## src/swpf_pkg.sv

```systemverilog
// shared types and constants for the shallow-water point flux block
package swpf_pkg;

  // problem dimension; one dimension ignores the y momentum
  localparam int DIMENSION = 2;

  localparam logic [21:0] GRAVITY_RESET = 22'd642908;

  // step counts of the shared divide / square root unit
  localparam logic [5:0] DIV_STEPS  = 6'd31;
  localparam logic [5:0] SQRT_STEPS = 6'd32;

  typedef enum logic [0:0] {
    DSU_DIV,
    DSU_SQRT
  } dsu_op_t;

  // request to the divide / square root unit
  typedef struct packed {
    logic        start;
    dsu_op_t     op;
    logic [33:0] rem_init;
    logic [63:0] x_init;
    logic [23:0] divisor;
  } dsu_req_t;

  // status back from the divide / square root unit
  typedef struct packed {
    logic busy;
    logic done;
  } dsu_stat_t;

  typedef enum logic [4:0] {
    ST_IDLE,
    ST_DX,
    ST_DXW,
    ST_DY,
    ST_DYW,
    ST_M0,
    ST_M1,
    ST_M2,
    ST_M3,
    ST_M4,
    ST_M5,
    ST_M6,
    ST_M7,
    ST_M8,
    ST_M9,
    ST_SQA,
    ST_SQAW,
    ST_SQB,
    ST_SQBW,
    ST_FIN
  } swpf_state_t;

endpackage

```

## src/swpf_mul.sv

```systemverilog
// shared unsigned 32x32 multiplier with registered product
module swpf_mul (
  input  logic        clk,
  input  logic [31:0] a,
  input  logic [31:0] b,
  output logic [63:0] p
);
  import swpf_pkg::*;

  logic [63:0] p_r;

  // product register
  always_ff @(posedge clk) begin
    p_r <= {32'b0, a} * {32'b0, b};
  end

  assign p = p_r;

endmodule

```

## src/swpf_dsu.sv

```systemverilog
// shared iterative unit: restoring divide, one bit a cycle, and digit square root
module swpf_dsu (
  input  logic               clk,
  input  logic               rst_n,
  input  swpf_pkg::dsu_req_t req,
  output swpf_pkg::dsu_stat_t stat,
  output logic [31:0]        res
);
  import swpf_pkg::*;

  dsu_op_t     op_r;
  logic [33:0] rem_r;
  logic [63:0] x_r;
  logic [31:0] root_r;
  logic [23:0] div_r;
  logic [5:0]  cnt_r;
  logic        busy_r;
  logic        done_r;

  logic [33:0] cand;
  logic [33:0] trial;
  logic        ge;

  // trial subtract of one step
  always_comb begin
    if (op_r == DSU_DIV) begin
      cand  = {rem_r[32:0], x_r[63]};
      trial = {10'b0, div_r};
    end else begin
      cand  = {rem_r[31:0], x_r[63:62]};
      trial = {root_r, 2'b01};
    end
    ge = (cand >= trial);
  end

  // step control
  always_ff @(posedge clk) begin
    if (!rst_n) begin
      busy_r <= 1'b0;
      done_r <= 1'b0;
      cnt_r  <= 6'd0;
    end else begin
      done_r <= 1'b0;
      if (req.start) begin
        busy_r <= 1'b1;
        cnt_r  <= (req.op == DSU_DIV) ? DIV_STEPS : SQRT_STEPS;
      end else if (busy_r) begin
        cnt_r <= cnt_r - 6'd1;
        if (cnt_r == 6'd1) begin
          busy_r <= 1'b0;
          done_r <= 1'b1;
        end
      end
    end
  end

  // datapath registers
  always_ff @(posedge clk) begin
    if (req.start) begin
      op_r   <= req.op;
      rem_r  <= req.rem_init;
      x_r    <= req.x_init;
      div_r  <= req.divisor;
      root_r <= 32'd0;
    end else if (busy_r) begin
      rem_r  <= ge ? (cand - trial) : cand;
      root_r <= {root_r[30:0], ge};
      x_r    <= (op_r == DSU_DIV) ? {x_r[62:0], 1'b0} : {x_r[61:0], 2'b00};
    end
  end

  assign stat.busy = busy_r;
  assign stat.done = done_r;
  assign res       = root_r;

endmodule

```

## src/shallow_water_point_flux.sv

```systemverilog
// top level: shallow-water flux tensor and wave speed of one point, with running maxima
//
//   channel | direction | handshake             | payload
//   in      | input     | in_valid / in_ready   | height, momentum_x/y, last_in_cell, start_sweep
//   out     | output    | out_valid / out_ready | four fluxes, speeds, zero_height, cell_done
//   cfg     | input     | cfg_we                | gravity
//
// Each word runs two 31-step divides and two 32-step square roots on the shared
// unit (request, steps, done), the multiplier states M0 to M9 on the shared
// multiplier, and the finish and idle states.
// Reset is synchronous, active low; it clears gravity to 9.81 and both maxima to zero.
// A word is taken only in the idle state; a finished result waits in the output
// register, and the next word is taken while it waits.
module shallow_water_point_flux (
  input  logic               clk,
  input  logic               rst_n,
  input  logic               cfg_we,
  input  logic [21:0]        cfg_wdata,
  input  logic               in_valid,
  output logic               in_ready,
  input  logic [23:0]        in_height,
  input  logic signed [24:0] in_momentum_x,
  input  logic signed [24:0] in_momentum_y,
  input  logic               in_last_in_cell,
  input  logic               in_start_sweep,
  output logic               out_valid,
  input  logic               out_ready,
  output logic signed [31:0] out_flux_xx,
  output logic signed [31:0] out_flux_xy,
  output logic signed [31:0] out_flux_yx,
  output logic signed [31:0] out_flux_yy,
  output logic [31:0]        out_wave_speed,
  output logic [31:0]        out_cell_max_speed,
  output logic [31:0]        out_domain_max_speed,
  output logic               out_zero_height,
  output logic               out_cell_done
);
  import swpf_pkg::*;

  // saturate a nonnegative sum to the signed 32-bit range
  function automatic logic [31:0] sat_pos(input logic [40:0] v);
    logic [31:0] r;
    if (|v[40:31]) r = 32'h7FFF_FFFF;
    else           r = {1'b0, v[30:0]};
    return r;
  endfunction

  // saturate a sign and magnitude to the signed 32-bit range
  function automatic logic [31:0] sat_sm(input logic neg, input logic [39:0] mag);
    logic [31:0] r;
    if (neg) begin
      if (mag > 40'h00_8000_0000) r = 32'h8000_0000;
      else                        r = ~mag[31:0] + 32'd1;
    end else begin
      if (mag > 40'h00_7FFF_FFFF) r = 32'h7FFF_FFFF;
      else                        r = mag[31:0];
    end
    return r;
  endfunction

  swpf_state_t state_r, state_nxt;

  logic [21:0] gravity_r;
  logic [31:0] cell_max_r, cell_max_nxt;
  logic [31:0] dom_max_r, dom_max_nxt;
  logic        out_valid_r;

  logic [23:0] h_r;
  logic [24:0] ax_r, ay_r;
  logic        negx_r, negy_r, last_r, start_r, zero_r;
  logic [30:0] vx_r, vy_r;
  logic [39:0] pxx_r, pxy_r, pyx_r, pyy_r;
  logic [62:0] sq_r;
  logic [45:0] gh_r, hp_r;
  logic [37:0] press_r;
  logic [31:0] vmag_r;

  logic [31:0] out_xx_r, out_xy_r, out_yx_r, out_yy_r;
  logic [31:0] out_speed_r, out_cmax_r, out_dmax_r;
  logic        out_zero_r, out_done_r;

  logic [24:0] mxu, myu, ax_in, ay_in;
  logic        sat_x, sat_y;
  logic [31:0] mul_a, mul_b;
  logic [63:0] mul_p;
  dsu_req_t    dsu_req;
  dsu_stat_t   dsu_stat;
  logic [31:0] dsu_res;
  logic        fin_load;

  logic [32:0] speed_sum;
  logic [31:0] speed;
  logic [31:0] cm_base, dm_base;
  logic [40:0] sum_xx, sum_yy;
  logic [46:0] press_sum;

  // shared units
  swpf_mul u_mul (
    .clk (clk),
    .a   (mul_a),
    .b   (mul_b),
    .p   (mul_p)
  );

  swpf_dsu u_dsu (
    .clk   (clk),
    .rst_n (rst_n),
    .req   (dsu_req),
    .stat  (dsu_stat),
    .res   (dsu_res)
  );

  // input magnitudes
  always_comb begin
    mxu   = in_momentum_x;
    myu   = (DIMENSION < 2) ? 25'd0 : in_momentum_y;
    ax_in = mxu[24] ? (~mxu + 25'd1) : mxu;
    ay_in = myu[24] ? (~myu + 25'd1) : myu;
  end

  // quotient overflow: |m| << 16 at least 2^31 * h
  assign sat_x = ({14'b0, ax_r} >= {h_r, 15'b0});
  assign sat_y = ({14'b0, ay_r} >= {h_r, 15'b0});

  // final speed and maxima, diagonal flux sums and pressure sum
  always_comb begin
    speed_sum    = {1'b0, vmag_r} + {1'b0, dsu_res};
    speed        = speed_sum[32] ? 32'hFFFF_FFFF : speed_sum[31:0];
    cm_base      = start_r ? 32'd0 : cell_max_r;
    dm_base      = start_r ? 32'd0 : dom_max_r;
    cell_max_nxt = (speed > cm_base) ? speed : cm_base;
    dom_max_nxt  = (speed > dm_base) ? speed : dm_base;
    sum_xx       = {1'b0, pxx_r} + {3'b0, press_r};
    sum_yy       = {1'b0, pyy_r} + {3'b0, press_r};
    press_sum    = {1'b0, hp_r} + {23'b0, mul_p[47:24]};
  end

  // sequencer: next state, multiplier operands, unit requests, output load
  always_comb begin
    state_nxt        = state_r;
    mul_a            = 32'd0;
    mul_b            = 32'd0;
    dsu_req.start    = 1'b0;
    dsu_req.op       = DSU_DIV;
    dsu_req.rem_init = 34'd0;
    dsu_req.x_init   = 64'd0;
    dsu_req.divisor  = h_r;
    fin_load         = 1'b0;
    case (state_r)
      ST_IDLE: begin
        if (in_valid) state_nxt = ST_DX;
      end
      ST_DX: begin
        dsu_req.start    = 1'b1;
        dsu_req.rem_init = {24'b0, ax_r[24:15]};
        dsu_req.x_init   = {ax_r[14:0], 49'b0};
        state_nxt        = ST_DXW;
      end
      ST_DXW: begin
        if (dsu_stat.done) state_nxt = ST_DY;
      end
      ST_DY: begin
        dsu_req.start    = 1'b1;
        dsu_req.rem_init = {24'b0, ay_r[24:15]};
        dsu_req.x_init   = {ay_r[14:0], 49'b0};
        state_nxt        = ST_DYW;
      end
      ST_DYW: begin
        if (dsu_stat.done) state_nxt = ST_M0;
      end
      ST_M0: begin
        mul_a = {1'b0, vx_r}; mul_b = {7'b0, ax_r}; state_nxt = ST_M1;
      end
      ST_M1: begin
        mul_a = {1'b0, vx_r}; mul_b = {7'b0, ay_r}; state_nxt = ST_M2;
      end
      ST_M2: begin
        mul_a = {1'b0, vy_r}; mul_b = {7'b0, ax_r}; state_nxt = ST_M3;
      end
      ST_M3: begin
        mul_a = {1'b0, vy_r}; mul_b = {7'b0, ay_r}; state_nxt = ST_M4;
      end
      ST_M4: begin
        mul_a = {1'b0, vx_r}; mul_b = {1'b0, vx_r}; state_nxt = ST_M5;
      end
      ST_M5: begin
        mul_a = {1'b0, vy_r}; mul_b = {1'b0, vy_r}; state_nxt = ST_M6;
      end
      ST_M6: begin
        mul_a = {10'b0, gravity_r}; mul_b = {8'b0, h_r}; state_nxt = ST_M7;
      end
      ST_M7: begin
        mul_a = {10'b0, mul_p[45:24]}; mul_b = {8'b0, h_r}; state_nxt = ST_M8;
      end
      ST_M8: begin
        mul_a = {8'b0, gh_r[23:0]}; mul_b = {8'b0, h_r}; state_nxt = ST_M9;
      end
      ST_M9: begin
        state_nxt = ST_SQA;
      end
      ST_SQA: begin
        dsu_req.start  = 1'b1;
        dsu_req.op     = DSU_SQRT;
        dsu_req.x_init = {1'b0, sq_r};
        state_nxt      = ST_SQAW;
      end
      ST_SQAW: begin
        if (dsu_stat.done) state_nxt = ST_SQB;
      end
      ST_SQB: begin
        dsu_req.start  = 1'b1;
        dsu_req.op     = DSU_SQRT;
        dsu_req.x_init = {18'b0, gh_r};
        state_nxt      = ST_SQBW;
      end
      ST_SQBW: begin
        if (dsu_stat.done) state_nxt = ST_FIN;
      end
      ST_FIN: begin
        if (!out_valid_r || out_ready) begin
          fin_load  = 1'b1;
          state_nxt = ST_IDLE;
        end
      end
      default: state_nxt = ST_IDLE;
    endcase
  end

  // control state
  always_ff @(posedge clk) begin
    if (!rst_n) begin
      state_r     <= ST_IDLE;
      gravity_r   <= GRAVITY_RESET;
      cell_max_r  <= 32'd0;
      dom_max_r   <= 32'd0;
      out_valid_r <= 1'b0;
    end else begin
      state_r <= state_nxt;
      if (cfg_we) gravity_r <= cfg_wdata;
      if (fin_load) begin
        cell_max_r  <= last_r ? 32'd0 : cell_max_nxt;
        dom_max_r   <= dom_max_nxt;
        out_valid_r <= 1'b1;
      end else if (out_ready) begin
        out_valid_r <= 1'b0;
      end
    end
  end

  // working registers
  always_ff @(posedge clk) begin
    if (state_r == ST_IDLE && in_valid) begin
      h_r     <= in_height;
      ax_r    <= ax_in;
      ay_r    <= ay_in;
      negx_r  <= mxu[24];
      negy_r  <= myu[24];
      last_r  <= in_last_in_cell;
      start_r <= in_start_sweep;
      zero_r  <= (in_height == 24'd0);
    end
    if (state_r == ST_DXW && dsu_stat.done)
      vx_r <= zero_r ? 31'd0 : (sat_x ? 31'h7FFF_FFFF : dsu_res[30:0]);
    if (state_r == ST_DYW && dsu_stat.done)
      vy_r <= zero_r ? 31'd0 : (sat_y ? 31'h7FFF_FFFF : dsu_res[30:0]);
    case (state_r)
      ST_M1: pxx_r <= mul_p[55:16];
      ST_M2: pxy_r <= mul_p[55:16];
      ST_M3: pyx_r <= mul_p[55:16];
      ST_M4: pyy_r <= mul_p[55:16];
      ST_M5: sq_r  <= {1'b0, mul_p[61:0]};
      ST_M6: sq_r  <= sq_r + {1'b0, mul_p[61:0]};
      ST_M7: gh_r  <= mul_p[45:0];
      ST_M8: hp_r  <= mul_p[45:0];
      ST_M9: press_r <= press_sum[46:9];
      default: ;
    endcase
    if (state_r == ST_SQAW && dsu_stat.done) vmag_r <= dsu_res;
  end

  // output word register
  always_ff @(posedge clk) begin
    if (fin_load) begin
      out_xx_r    <= sat_pos(sum_xx);
      out_xy_r    <= sat_sm(negx_r ^ negy_r, pxy_r);
      out_yx_r    <= sat_sm(negx_r ^ negy_r, pyx_r);
      out_yy_r    <= (DIMENSION < 2) ? 32'd0 : sat_pos(sum_yy);
      out_speed_r <= speed;
      out_cmax_r  <= cell_max_nxt;
      out_dmax_r  <= dom_max_nxt;
      out_zero_r  <= zero_r;
      out_done_r  <= last_r;
    end
  end

  assign in_ready             = (state_r == ST_IDLE);
  assign out_valid            = out_valid_r;
  assign out_flux_xx          = out_xx_r;
  assign out_flux_xy          = out_xy_r;
  assign out_flux_yx          = out_yx_r;
  assign out_flux_yy          = out_yy_r;
  assign out_wave_speed       = out_speed_r;
  assign out_cell_max_speed   = out_cmax_r;
  assign out_domain_max_speed = out_dmax_r;
  assign out_zero_height      = out_zero_r;
  assign out_cell_done        = out_done_r;

  // checks
  a_idle_unit_free: assert property (@(posedge clk) disable iff (!rst_n)
    in_ready |-> !dsu_stat.busy)
    else $error("divide/sqrt unit busy while idle");

  a_cell_le_domain: assert property (@(posedge clk) disable iff (!rst_n)
    out_valid |-> out_cell_max_speed <= out_domain_max_speed)
    else $error("cell maximum above domain maximum");

  a_speed_le_cell: assert property (@(posedge clk) disable iff (!rst_n)
    out_valid |-> out_wave_speed <= out_cell_max_speed)
    else $error("wave speed above cell maximum");

  a_zero_height: assert property (@(posedge clk) disable iff (!rst_n)
    (out_valid && out_zero_height) |-> (out_wave_speed == 32'd0 && out_flux_xy == 32'sd0))
    else $error("nonzero result for zero height");

endmodule
```

## config.mk

```make
export PLATFORM = sky130hd
export DESIGN_NAME = shallow_water_point_flux
export DESIGN_NICKNAME = d
export VERILOG_FILES = /design/src/swpf_pkg.sv /design/src/swpf_mul.sv /design/src/swpf_dsu.sv /design/src/shallow_water_point_flux.sv
export SDC_FILE = /design/constraint.sdc
export NUM_CORES = 2
export LEC_CHECK = 0
export BUFFER_PORTS_ARGS = -buffer_cell sky130_fd_sc_hd__buf_2
export CAP_MARGIN = 20
export CORE_UTILIZATION = 55
export DETAILED_ROUTE_END_ITERATION = 16
export PLACE_DENSITY = 0.68
export SYNTH_ARGS = -nofsm -noshare
export SYNTH_HDL_FRONTEND = slang
export SYNTH_HIERARCHICAL = 1
export SYNTH_SLANG_ARGS = --single-unit
```

## constraint.sdc

```tcl
create_clock -name clk -period 29.8 [get_ports clk]
set_input_delay 5.96 -clock clk [delete_from_list [all_inputs] [get_ports clk]]
set_output_delay 5.96 -clock clk [all_outputs]
set_load 0.005 [all_outputs]
```

==> results.yml <==
worst_hold_path:
  whs_endpoint: "dom_max_r[0]$_SDFFE_PN0P_"
  hold_class: "reg2reg"
  worstHoldStart: "dom_max_r[0]$_SDFFE_PN0P_"
  hold_depth: 1
timing:
  relSlewSlack_pct: 21.3
  fin_crit_sh_pct: 36.6
  fmax_mhz: 91.6
  worst_hold_slack_ns: 0.463
  period_needed_ns: 10.92
  timing.setup.tns_ns: 0
  layout_setup_ws_ns: 18.88
  rsz0062_at_grt: "no"
  slew_violations: 0
  clock_skew_ns: 0.103
  tightest_slew_ns: 1.18
  hold_viol: 0
  final-setup-viol-count: 0
setup_path:
  worstPathRequired_ns: 30.48
  path_class: "reg2reg"
  startpoint_type: "flip-flop"
  crit_fanout: 36
  worstReg2RegStart: "state_r[4]$_SDFFE_PN0P_"
  crit_arrival_ns: 11.60
  critPathTopFamily: "adder cells"
  reg2reg_to: "u_mul/p[60]$_DFF_P_"
  r2r_cells: 28
  crit_path_end_kind: "flip-flop"
  r2r_slack_ns: 18.88
  crit_path_frequent_cell: "fa_1"
  slowest_delay_ns: 1.08
  slowest_stage: "nand3_2"
  crit_buf_inv: 6
clocking:
  post_cts_buffers: 0
  cts_hold_buf: 0
  clk_pin_slew_ns: 0.06
  htree_levels: 3
  clockRootBuffer: "clkbuf_16"
  cts_tree: "built"
  clock_sinks: 1066
  cts_buffer_depth: 3
  cts_resized: 0
  cts_buffers: 116
  clkLatencyLatePin_ns: 0.83
die:
  die-area_um2: 166000
  die_w_um: 408
  core_area_um2: 163000
  num_rows: 148
  die_h_um: 408
  pin_count: 331
  initial_utilization_pct: 55.5
routing:
  routed-via-count: 68900
  drtAntennaViolNets: 0
  dr.pass1.iters: 7
  drc: 0
  wl_um: 280000
  via_per_inst: 6.06
  wl_per_cell_um: 24.6
  drtIter0Drc: 6880
final_layout:
  nets: 10700
  fillCellCount: 13700
  design_area_um2: 98600
  fin_cells: 11400
  areaGrowthSynthToFinish_pct: 8.83
  drive_gt1_share_pct: 9.25
  layout.cells.most_common: "inv_1"
  final_util_pct: 60.4
  layout_common_cells: "inv_1 (1054), nand2_1 (1013), fa_1 (900)"
global_routing:
  grt.overflow.total: 0
  grtUsageTotal_pct: 33.5
  grt_pass1_vias: 69700
  grt_pass1_wl_um: 424000
  grt_max_degree: 120
  antenna_found_initial: 15
power_and_ir_drop:
  p_seq_share_pct: 40.0
  p_leak_nw: 42.2
  clock_power_share_pct: 30.8
  swShare_pct: 33.9
  p_per_area_nw_per_um2: 49.1
  vdd_drop_max_v: 0.0000657
  power_frac_comb_pct: 29.1
  p_sw_mw: 1.64
  total_power_mw: 4.84
  internal_power_mw: 3.20
yosys:
  postSynthCellCount: 8927
  syn_area_per_cell_um2: 10.2
  netlist_area_um2: 90600
  ys_warn_count: 6
placed_design:
  portBuffers: 328
  dp.cells: 11100
  gp_congestion: 0.996
  dp_hpwl_um: 204000
  place_ws_ns: 19.20
  dpl_cell_area_um2: 94600
job:
  cap_violations: 0
outcome:
  outcome: "finished, final reports clean"
how the worst max path moves through the flow:
| stage | from | cells after the start | to |
|---|---|---|---|
| floorplan | in_valid | 2 | ax_r[0]$_DFFE_PP_ |
| global placement | state_r[2]$_SDFFE_PN0P_ | 28 | u_mul/p[56]$_DFF_P_ |
| detailed placement | state_r[4]$_SDFFE_PN0P_ | 26 | u_mul/p[60]$_DFF_P_ |
| CTS | state_r[4]$_SDFFE_PN0P_ | 29 | u_mul/p[60]$_DFF_P_ |
| global route | state_r[4]$_SDFFE_PN0P_ | 28 | u_mul/p[48]$_DFF_P_ |
| finish | state_r[4]$_SDFFE_PN0P_ | 28 | u_mul/p[60]$_DFF_P_ |
power groups by stage:
stage,Clock (mW),Combinational (mW),Sequential [mW]
detailed placement,0,1.37,1.96
global placement,0,1.35,1.96
CTS,1.52,1.38,1.93
floorplan,0,1.03,1.91
finish,1.49,1.41,1.94
global route,1.57,1.53,1.95
registers in the layout (all words and copies together) (netlist names), 33 cells and up:
name,cells
pyx_r,40
gh_r,46
pxx_r,40
u_mul/p,62
u_dsu/x_r,64
u_dsu/rem_r,33
hp_r,46
sq_r,63
pyy_r,40
press_r,38
pxy_r,40
final cells by class:
type / count / area, µm² / area share (%)
well taps: 2175 / 2720 / 2.76
clock buffers: 161 / 3290 / 3.34
diodes: 7 / 17.5 / 0.0178
multi-input cells: 6370 / 55100 / 55.9
repair buffers: 470 / 2730 / 2.77
inverters: 1057 / 3980 / 4.03
clock inverters: 61 / 687 / 0.697
flip-flops and latches: 1066 / 30100 / 30.5
worst register-to-register path: cells and delay by family (launching register included):
kind                       cells  cell delay (ns)
adders and majority gates      9             4.40
DFF                            1             0.64
and+or+nand+nor                7             2.93
AOI/OAI and AO/OA              6             1.94
buffers and inverters          6             0.93
per-layer routing:
metal  track usage, %  up-vias  wire length [µm]
met5            0.690        -               201
met4             15.2        8             14200
met3             8.29      744             28200
met2             51.4     3326            124000
met1             44.9    34200            113000
li1                 -    30700                 -
No activity file was read; power rests on OpenSTA's default activity.
